## src/tfb_pkg.sv

```systemverilog
// Shared types, constants and the CRC-16/XModem byte update for the frame builder.
// No dependencies; every other file imports this package.
`timescale 1ns / 1ps
`default_nettype none

package tfb_pkg;

  // CRC-16/XModem: polynomial 0x1021, initial value zero, no reflection.
  localparam logic [15:0] CRC_POLY    = 16'h1021;
  localparam logic [15:0] CRC_INIT    = 16'h0000;
  localparam logic [15:0] CRC_TOP_BIT = 16'h8000;

  // Frame header bytes, sent in this order.
  localparam logic [7:0] MAGIC_0 = 8'hDE;
  localparam logic [7:0] MAGIC_1 = 8'hAD;
  localparam logic [7:0] MAGIC_2 = 8'hBE;
  localparam logic [7:0] MAGIC_3 = 8'hEF;

  // Register map.
  localparam int unsigned ADDR_W     = 3;
  localparam logic        REG_LENGTH = 1'b0;
  localparam logic [15:0] LENGTH_RESET = 16'd64;

  // Position of a beat within the output burst of one input byte.
  typedef enum logic [3:0] {
    STEP_MAGIC0,
    STEP_MAGIC1,
    STEP_MAGIC2,
    STEP_MAGIC3,
    STEP_LEN_LO,
    STEP_LEN_HI,
    STEP_DATA,
    STEP_CRC_LO,
    STEP_CRC_HI
  } tfb_step_t;

  // Configuration as seen by the framer.
  typedef struct packed {
    logic [15:0] payload_length;
    logic [15:0] length_crc;     // CRC over the two length bytes
  } tfb_cfg_t;

  // Everything the serialiser needs to emit the beats of one input byte.
  typedef struct packed {
    logic        has_header;
    logic        has_trailer;
    logic [15:0] length;
    logic [7:0]  data;
    logic [15:0] crc;
  } tfb_job_t;

  // One byte through the CRC, most significant bit first.
  function automatic logic [15:0] crc_feed(input logic [15:0] crc, input logic [7:0] b);
    logic [15:0] c;
    c = crc ^ {b, 8'h00};
    for (int k = 0; k < 8; k++) begin
      if ((c & CRC_TOP_BIT) != 16'h0000) begin
        c = {c[14:0], 1'b0} ^ CRC_POLY;
      end else begin
        c = {c[14:0], 1'b0};
      end
    end
    return c;
  endfunction

endpackage

`default_nettype wire

```

## src/tfb_cfg.sv

```systemverilog
// APB-style register block holding the payload length and the CRC of its two bytes.
// Depends on tfb_pkg.
`timescale 1ns / 1ps
`default_nettype none

module tfb_cfg
  import tfb_pkg::*;
(
  input  wire logic              clk,
  input  wire logic              rst,
  input  wire logic              psel,
  input  wire logic              penable,
  input  wire logic              pwrite,
  input  wire logic [ADDR_W-1:0] paddr,
  input  wire logic [31:0]       pwdata,
  output logic [31:0]            prdata,
  output logic                   pready,
  output tfb_cfg_t               cfg
);

  logic [15:0] payload_length;
  logic [15:0] length_crc;
  logic        wr_hit;

  // Register index is the word address; low address bits are ignored.
  assign pready = 1'b1;
  assign wr_hit = psel && penable && pwrite && pready && (paddr[2] == REG_LENGTH);

  // The CRC of the length bytes is worked out at reset and at each write.
  always_ff @(posedge clk) begin
    if (rst) begin
      payload_length <= LENGTH_RESET;
      length_crc     <= crc_feed(crc_feed(CRC_INIT, LENGTH_RESET[7:0]), LENGTH_RESET[15:8]);
    end else if (wr_hit) begin
      payload_length <= pwdata[15:0];
      length_crc     <= crc_feed(crc_feed(CRC_INIT, pwdata[7:0]), pwdata[15:8]);
    end
  end

  // Read back.
  always_comb begin
    prdata = 32'h0000_0000;
    if (paddr[2] == REG_LENGTH) begin
      prdata = {16'h0000, payload_length};
    end
  end

  assign cfg.payload_length = payload_length;
  assign cfg.length_crc     = length_crc;

endmodule

`default_nettype wire

```

## src/tfb_framer.sv

```systemverilog
// Frame state: payload byte count and running CRC; builds the beat job for each byte.
// Depends on tfb_pkg.
`timescale 1ns / 1ps
`default_nettype none

module tfb_framer
  import tfb_pkg::*;
(
  input  wire logic      clk,
  input  wire logic      rst,
  input  wire tfb_cfg_t  cfg,
  input  wire logic      in_accept,
  input  wire logic [7:0] data_byte,
  output tfb_job_t       job
);

  logic [15:0] byte_position;
  logic [15:0] running_crc;
  logic [15:0] byte_position_next;
  logic [15:0] running_crc_next;
  logic [16:0] limit;
  logic [16:0] count_next;
  logic        first;
  logic        closing;
  logic [15:0] crc_base;
  logic [15:0] crc_after;

  // A zero length stands for a full 65536-byte frame.
  always_comb begin
    first      = (byte_position == 16'h0000);
    limit      = (cfg.payload_length == 16'h0000) ? 17'h10000 : {1'b0, cfg.payload_length};
    count_next = {1'b0, byte_position} + 17'd1;
    closing    = (count_next >= limit);
    crc_base   = first ? cfg.length_crc : running_crc;
    crc_after  = crc_feed(crc_base, data_byte);

    byte_position_next = closing ? 16'h0000 : count_next[15:0];
    running_crc_next   = closing ? CRC_INIT : crc_after;

    job.has_header  = first;
    job.has_trailer = closing;
    job.length      = cfg.payload_length;
    job.data        = data_byte;
    job.crc         = crc_after;
  end

  // State moves only when a byte is taken.
  always_ff @(posedge clk) begin
    if (rst) begin
      byte_position <= 16'h0000;
      running_crc   <= CRC_INIT;
    end else if (in_accept) begin
      byte_position <= byte_position_next;
      running_crc   <= running_crc_next;
    end
  end

endmodule

`default_nettype wire

```

## src/tfb_serializer.sv

```systemverilog
// Job register and beat sequencer: emits header, length, data and CRC bytes of one job.
// Depends on tfb_pkg.
`timescale 1ns / 1ps
`default_nettype none

module tfb_serializer
  import tfb_pkg::*;
(
  input  wire logic clk,
  input  wire logic rst,
  input  wire tfb_job_t job_in,
  input  wire logic in_valid,
  output logic      in_ready,
  output logic      out_valid,
  input  wire logic out_ready,
  output logic [7:0] out_byte,
  output logic      last_of_run,
  output logic      end_of_frame
);

  logic      job_valid;
  tfb_job_t  job;
  tfb_step_t step;
  tfb_step_t last_step;
  logic      beat_done;
  logic      job_done;
  logic      load;

  // Last beat of the held job.
  assign last_step = job.has_trailer ? STEP_CRC_HI : STEP_DATA;

  assign out_valid    = job_valid;
  assign last_of_run  = (step == last_step);
  assign end_of_frame = (step == STEP_CRC_HI);
  assign beat_done    = job_valid && out_ready;
  assign job_done     = beat_done && last_of_run;
  assign in_ready     = !job_valid || job_done;
  assign load         = in_valid && in_ready;

  // Byte selection for the current beat.
  always_comb begin
    case (step)
      STEP_MAGIC0: out_byte = MAGIC_0;
      STEP_MAGIC1: out_byte = MAGIC_1;
      STEP_MAGIC2: out_byte = MAGIC_2;
      STEP_MAGIC3: out_byte = MAGIC_3;
      STEP_LEN_LO: out_byte = job.length[7:0];
      STEP_LEN_HI: out_byte = job.length[15:8];
      STEP_DATA:   out_byte = job.data;
      STEP_CRC_LO: out_byte = job.crc[7:0];
      STEP_CRC_HI: out_byte = job.crc[15:8];
      default:     out_byte = 8'h00;
    endcase
  end

  // Control: a new job may load in the cycle the last beat of the old one leaves.
  always_ff @(posedge clk) begin
    if (rst) begin
      job_valid <= 1'b0;
      step      <= STEP_DATA;
    end else if (load) begin
      job_valid <= 1'b1;
      step      <= job_in.has_header ? STEP_MAGIC0 : STEP_DATA;
    end else if (job_done) begin
      job_valid <= 1'b0;
    end else if (beat_done) begin
      step <= tfb_step_t'(step + 4'd1);
    end
  end

  // Payload of the held job.
  always_ff @(posedge clk) begin
    if (load) begin
      job <= job_in;
    end
  end

`ifndef SYNTH
  // The closing CRC byte is always the final beat of its job.
  a_eof_is_last: assert property (@(posedge clk) disable iff (rst)
    job_valid && end_of_frame |-> last_of_run)
    else $error("end of frame on a beat that is not the last of its job");

  // A job without a header never emits header or length beats.
  a_no_header_skip: assert property (@(posedge clk) disable iff (rst)
    job_valid && !job.has_header |-> step >= STEP_DATA)
    else $error("header beat emitted for a middle byte");

  // A job without a trailer ends on its data beat.
  a_no_trailer_stop: assert property (@(posedge clk) disable iff (rst)
    job_valid && !job.has_trailer |-> step <= STEP_DATA)
    else $error("CRC beat emitted for a byte that does not close a frame");

  // A stalled beat keeps its place in the burst.
  a_stall_holds: assert property (@(posedge clk) disable iff (rst)
    job_valid && !out_ready |=> job_valid && $stable(step))
    else $error("beat position moved while the output was stalled");
`endif

endmodule

`default_nettype wire

```

## src/telemetry_frame_builder_crc16_core.sv

```systemverilog
// Top level of the telemetry frame builder with CRC-16/XModem trailer.
// Depends on tfb_pkg, tfb_cfg, tfb_framer and tfb_serializer.
//
//   channel   | direction | handshake          | content
//   ----------+-----------+--------------------+----------------------------------------
//   s_*       | in        | s_tvalid/s_tready  | payload byte
//   m_*       | out       | m_tvalid/m_tready  | frame byte, last-of-run flag, end of frame
//   APB       | in        | psel/penable       | payload_length register at address 0
//
// A middle payload byte gives one output beat; the first byte of a frame gives seven,
// the last gives three, and a one-byte frame gives nine. The output port moves one beat
// per cycle while m_tready is high. The first beat of a byte appears on the output in
// the cycle after the byte is taken. Reset is synchronous and needs no clearing pass.
// A stalled output holds the current beat and the next input byte waits in the stream
// source until the last beat of the current one leaves.
`timescale 1ns / 1ps
`default_nettype none

module telemetry_frame_builder_crc16_core
  import tfb_pkg::*;
(
  input  wire logic              clk,
  input  wire logic              rst,
  // Input stream
  input  wire logic              s_tvalid,
  output logic                   s_tready,
  input  wire logic [7:0]        s_tdata,   // [7:0] data_byte
  // Output stream
  output logic                   m_tvalid,
  input  wire logic              m_tready,
  output logic [7:0]             m_tdata,   // [7:0] out_byte
  output logic                   m_tlast,   // end_of_frame
  output logic                   m_tuser,   // [0] last_of_run
  // Configuration
  input  wire logic              psel,
  input  wire logic              penable,
  input  wire logic              pwrite,
  input  wire logic [ADDR_W-1:0] paddr,
  input  wire logic [31:0]       pwdata,
  output logic [31:0]            prdata,
  output logic                   pready
);

  tfb_cfg_t cfg;
  tfb_job_t job;
  logic     in_accept;

  assign in_accept = s_tvalid && s_tready;

  // Register block.
  tfb_cfg u_cfg (
    .clk     (clk),
    .rst     (rst),
    .psel    (psel),
    .penable (penable),
    .pwrite  (pwrite),
    .paddr   (paddr),
    .pwdata  (pwdata),
    .prdata  (prdata),
    .pready  (pready),
    .cfg     (cfg)
  );

  // Frame counter and running CRC.
  tfb_framer u_framer (
    .clk       (clk),
    .rst       (rst),
    .cfg       (cfg),
    .in_accept (in_accept),
    .data_byte (s_tdata),
    .job       (job)
  );

  // Output beat sequencer.
  tfb_serializer u_serializer (
    .clk          (clk),
    .rst          (rst),
    .job_in       (job),
    .in_valid     (s_tvalid),
    .in_ready     (s_tready),
    .out_valid    (m_tvalid),
    .out_ready    (m_tready),
    .out_byte     (m_tdata),
    .last_of_run  (m_tuser),
    .end_of_frame (m_tlast)
  );

endmodule

`default_nettype wire

```

## config.mk

```make
export PLATFORM = sky130hd
export DESIGN_NAME = telemetry_frame_builder_crc16_core
export DESIGN_NICKNAME = d
export VERILOG_FILES = /design/src/tfb_pkg.sv /design/src/tfb_cfg.sv /design/src/tfb_framer.sv /design/src/tfb_serializer.sv /design/src/telemetry_frame_builder_crc16_core.sv
export SDC_FILE = /design/constraint.sdc
export NUM_CORES = 1
export LEC_CHECK = 0
export BUFFER_PORTS_ARGS = -buffer_cell sky130_fd_sc_hd__buf_2
export CAP_MARGIN = 15
export CELL_PAD_IN_SITES_DETAIL_PLACEMENT = 1
export CELL_PAD_IN_SITES_GLOBAL_PLACEMENT = 2
export CORE_MARGIN = 2
export CORE_UTILIZATION = 32
export DETAILED_ROUTE_END_ITERATION = 8
export PLACE_DENSITY = 0.77
export REMOVE_ABC_BUFFERS = 1
export SETUP_SLACK_MARGIN = 0.05
export SYNTH_ARGS = -nofsm -noshare
export SYNTH_HDL_FRONTEND = slang
export SYNTH_SLANG_ARGS = --single-unit
```

## constraint.sdc

```tcl
create_clock -name clk -period 2.95 [get_ports clk]
set_input_delay 0.59 -clock clk [delete_from_list [all_inputs] [get_ports clk]]
set_output_delay 0.59 -clock clk [all_outputs]
set_load 0.01 [all_outputs]
```

# Word-level counts from Yosys, hierarchy flattened
# Index checks and enable logic that the tools add are counted.
[totals] rom_bits=0 wordCells=131 mem_bits_rw=0 n_memories=0 out_inout_bits=45 latch_bits=0 ff_bits=110
[op_classes] n_div=0 shifts=0 eq_ne=10 addsub=2 n_reduce_logical=14 n_mul=0 order_cmp=1 bitwise=27 mux=67
[ops] cell="$mux W16" count=34
[ops] cell="$mux W13" count=24
[ops] cell="$not A3 Y3" count=24
[ops] cell="$pmux W8 S9" count=1
[ops] cell="$logic_not A16 Y1" count=2
[ops] cell="$xor A16 B16 Y16" count=2
[ops] cell="$add A16 B1 Y17 const B" count=1
[ops] cell="$ge A17 B17 Y1" count=1
[ops] cell="$mux W17" count=1
[ops] cell="$eq A4 B3 Y1 const B" count=4
[ops] cell="$mux W4" count=4
[ops] cell="$eq A4 B2 Y1 const B" count=2
[ops] cell="$logic_and A1 B1 Y1" count=6
[ops] cell="$add A4 B1 Y4 const B" count=1
[ops] cell="$eq A4 B1 Y1 const B" count=1
[ops] cell="$eq A4 B4 Y1" count=1
[ops] cell="$eq A4 B4 Y1 const B" count=1
[ops] cell="$logic_not A4 Y1" count=1
[ops] cell="$reduce_bool A2 Y1" count=2
[ops] cell="$mux W3" count=1
[ops] cell="$mux W1" count=2
[ops] cell="$ne A2 B2 Y1 const B" count=1
[ops] cell="$reduce_and A2 Y1" count=1
[ops] cell="$logic_not A1 Y1" count=1
[ops] cell="other kinds (2)" count=2

# Longest topological paths before layout
[depth] word_depth=64 mapped_depth=15

# Modules after synthesis
# Synthesis repeated with hierarchy kept, for this count alone.
[hier_totals] cells_unflattened=677 area_unflattened_um2=6500.0
[by_module_without_submodules] module="tfb_framer" n_inst=1 seq_area_each_um2=640.6 area_per_inst_um2=2824.0 cells_each=335
[by_module_without_submodules] module="tfb_serializer" n_inst=1 seq_area_each_um2=1331.3 area_per_inst_um2=1950.6 cells_each=140
[by_module_without_submodules] module="tfb_cfg" n_inst=1 seq_area_each_um2=640.6 area_per_inst_um2=1719.1 cells_each=201
[by_module_without_submodules] module="telemetry_frame_builder_crc16_core" n_inst=1 seq_area_each_um2=0.0 area_per_inst_um2=6.3 cells_each=1

# Worst setup path after synthesis
# No wires, ideal clock.
[synth_timing] path_kind="flip-flop to flip-flop" from="reg u_framer.byte_position[2]" to="reg u_framer.byte_position[15]" setup_slack_ps=20 stages_incl_launch_ff=15 path_buffers=2 arrival_time_ps=2871 setup_time_ps=59 period_less_slack_ps=2930 path_cell_list="dfxtp_1 > and3_1 > and3_1 > clkbuf_1 > and4_1 > xor2_1 > ha_1 > a21oi_1 > o21ai_0 > a221oi_1 > and2_2 > inv_2 > nor3_4 > buf_6 > a22o_1"
[synth_lines] element="start: declaration" line="tfb_framer.sv:17" source="logic [15:0] byte_position;"
[synth_lines] element="start signal: assignment" line="tfb_framer.sv:53" source="byte_position <= byte_position_next;"

==> metrics.txt <==
status finished clean; RePlAce Congestion 0.788; # diodes 0; GRT overflow 0; initial antenna violation count 0; reg2reg path depth 14; Hold Path Stages 1; Slew HR 56.0%; Post-DRT Antenna Nets 0; Area after DPL 6780 um^2; DR top layer met4; switching share of power 31.6%; Area Growth Syn to Fin 21.7%; fmax 0.347 GHz; Final Setup Violations 0; width of the die 141 um; die area 19,900 um^2; hold slack 0.426 ns; Hold Startpoint s_tdata[3]; slowest library cell on the worst path dfxtp_4; Vias 4,922; Internal 0.00281 W; RSZ-0062 raised after global routing true; core footprint 18,600 um^2; Placed Cells 941; Netlist cell types 52; CTS tree built; Worst Hold Path EP u_serializer.job[19]; Worst EP required 3.20 ns; Gate Count Post-Synth 634; register share of total power 45.7%; Post-synth EDFFs 41; Final TNS setup 0 ns; DR vias/cell 5.11; layout cell share with drive strength beyond 1 24.9%; Clock Latency Late Sink 0.37 ns; cell leakage power 2.94 nW; WL final 17.9 mm; Final period util 97.8%; CTS Buffer Depth 2; TritonCTS Buffers 9; Post-layout nets 798; MaxCap Viol Count 0; Rows 50; first-pass GRT wire length 28.6 mm; Ys Warns 0; skew final 0.0130 ns; routed wl met2 8.35 mm; CTS Root Cell clkbuf_16; Worst-path clk slew 0.08 ns; Non-Filler Instances 964; Wirelength per Cell 18.6 um; Worst Hold Class in2reg; metal3 WL 572 um; CTS Sinks 110; VDD IR max 0.339 mV; wire length on met1 8.59 mm; switching power 0.00129 W; DRT iter0 DRCs 247; main flop type after synthesis dfxtp_1; critical path capture point type flop; CP Cell Sequence ha_4 > and3_4 > and3_4 > xor2_2 > ha_1 > nand4_1 > nor3_2 > o2111ai_1 > and2_4 > inv_4 > nor3_4 > buf_6 > buf_6 > a22o_1; Mapped Area 6020 um^2; R2R Setup Slk 0.07 ns; FFs w/ async S/R, synth 0%; CP arrival 3.13 ns; Crit path largest cell delay 0.37 ns; CTS H-tree lvls 3; Slew Viols, Final 0; syn avg cell area 9.49 um^2; sequential share of the synthesized area 43.4%; fin area 7320 um^2; Startpoint Class flop; Slew @ Worst Pin 0.654 ns; 1st-pass router iterations 7; gr usage total 18.4%; vias in the first global route 5,243; I/O pins 95; largest net degree at the start of global routing 40; drt drc 0; R2R Path Start u_framer.byte_position[0]; die height 141 um; Comb power frac 24.1%; post-layout min period 2.88 ns; Pwr per Cell Area 560 nW/um^2; part of the power in the clock network 30.2%; CP delay by family, top simple AND/OR/NAND/NOR gates; FF+latch count, synth 110; IO Port Bufs 59; Setup CP Type reg2reg; dpl hpwl 13.4 mm; final hold violation count 0; starting density of the core 32.4%; CP Max Fanout 5; reg2reg end u_framer.byte_position[2]; Buf+Inv Stages, Crit Path 3
## cell families after synthesis
family	synth area share, %
other	0.125
multiplexers	1.83
XOR/XNOR	13.5
AO/OA/AOI/OAI	14.4
flip-flops	43.4
adder cells (fa/ha/maj)	4.78
buffers and inverters	6.32
AND/OR/NAND/NOR	15.6
## cells in the mapped netlist (2+ instances only)
library cell   n  share of area [%]
or3_1          3               0.31
and3_1         9               0.94
conb_1         2               0.12
nand2_1       70                4.4
a221oi_1       4               0.58
o22ai_1        3               0.31
nor4_2         2               0.42
nor3_1         8               0.67
and2_1         4               0.42
o211ai_1       8                1.0
nor2_1        41                2.6
edfxtp_1      41                 20
buf_6          4               0.75
nand4_1        6               0.62
nor2b_1        5               0.52
xor2_1        29                4.2
mux2i_1       11                1.8
o21bai_1       2               0.25
a22o_1        18                2.6
a211o_1        5               0.73
buf_2          4               0.33
nor4_1         5               0.52
dfxtp_1       69                 23
a22oi_1        8                1.0
o21ai_0        9               0.75
xnor2_1       64                9.3
a21o_1         2               0.25
ha_1          23                4.8
a21oi_1       55                4.6
buf_4         17                2.1
nand3_1       21                1.7
a222oi_1       2               0.33
o31ai_1        3               0.37
nand2b_1       4               0.42
clkbuf_1      23                1.4
nor3b_1        2               0.25
nand4bb_1      2               0.37
a211oi_1       8                1.0
inv_1         25                1.6
## cell usage in the layout, fill, tap and decap left out, drive strengths merged, types with 3 or more instances in the layout
master  instances
a211oi          8
nand2          70
nor4            7
dfxtp          69
nor2b           5
o211ai          8
nand3          21
nor3            9
mux2i          11
a22o           18
a22oi           8
a211o           5
nor2           41
buf           114
and2            5
nand4           7
conb           17
nand2b          4
a221oi          4
and3            9
xor2           29
a21oi          55
or3             3
clkbuf         10
o22ai           3
inv            30
edfxtp         41
ha             23
o21ai           9
xnor2          64
o31ai           3
## area by class of cell
type	count	area, um^2
fill	2141	11300
multi-input combinational	464	3250
sequential	110	2630
timing repair buffer	114	757
tap	234	293
clock buffer	10	239
inverter	26	100
clock inverter	6	52.6
## power by group through the flow
| stage | clock (W) | combinational, W | sequential, W |
|---|---|---|---|
| final | 0.00124 | 0.000988 | 0.00187 |
| after global routing | 0.00131 | 0.00108 | 0.00189 |
| after CTS | 0.00125 | 0.000990 | 0.00187 |
| after detailed placement | 0 | 0.000964 | 0.00191 |
| after global placement | 0 | 0.000936 | 0.00190 |
| after floorplan | 0 | 0.000625 | 0.00187 |
## routing by layer
layer	vias to the layer above	track usage, %
met5	-	0
met4	0	6.68
met3	26	2.34
met2	104	30.1
met1	2422	25.1
li1	2370	-
## what timing repair did
item | in CTS | in global routing
setup buffers | 2 | 5
setup endpoints to repair | 33 | 39
cloned | 1 | 0
pin swaps | 13 | 13
hold buffers | 0 | 0
resized for setup | 32 | 23
## state kept, by name, summed over array words and instances, names as in the netlist
name,cells
u_cfg.payload_length,16
u_serializer.job,41
u_serializer.step,4
u_framer.running_crc,16
u_serializer.out_valid,1
u_cfg.length_crc,16
u_framer.byte_position,16
## through the flow
step / setup WS, ns / power [W] / util, %
after floorplan: -0.430 / 0.00249 / -
after global placement: -0.0743 / 0.00283 / 36.5
after detailed placement: -0.183 / 0.00287 / 36.5
after CTS: 0.0506 / 0.00412 / 38.9
after global routing: -0.0411 / 0.00429 / 39.4
final: 0.0659 / 0.00410 / 39.4
## how the worst max path moves through the flow
stage	end	depth (start not counted)	start	slack, ns
floorplan	u_framer.byte_position[13]	6	u_serializer.step[2]	-0.43
global placement	u_framer.byte_position[7]	13	u_framer.byte_position[0]	-0.07
detailed placement	u_framer.byte_position[2]	13	u_framer.byte_position[0]	-0.18
CTS	u_framer.running_crc[3]	16	u_framer.byte_position[4]	0.05
global route	u_framer.running_crc[11]	15	u_framer.byte_position[4]	-0.04
finish	u_framer.byte_position[2]	14	u_framer.byte_position[0]	0.07
Power figures use the tool's default switching activity.
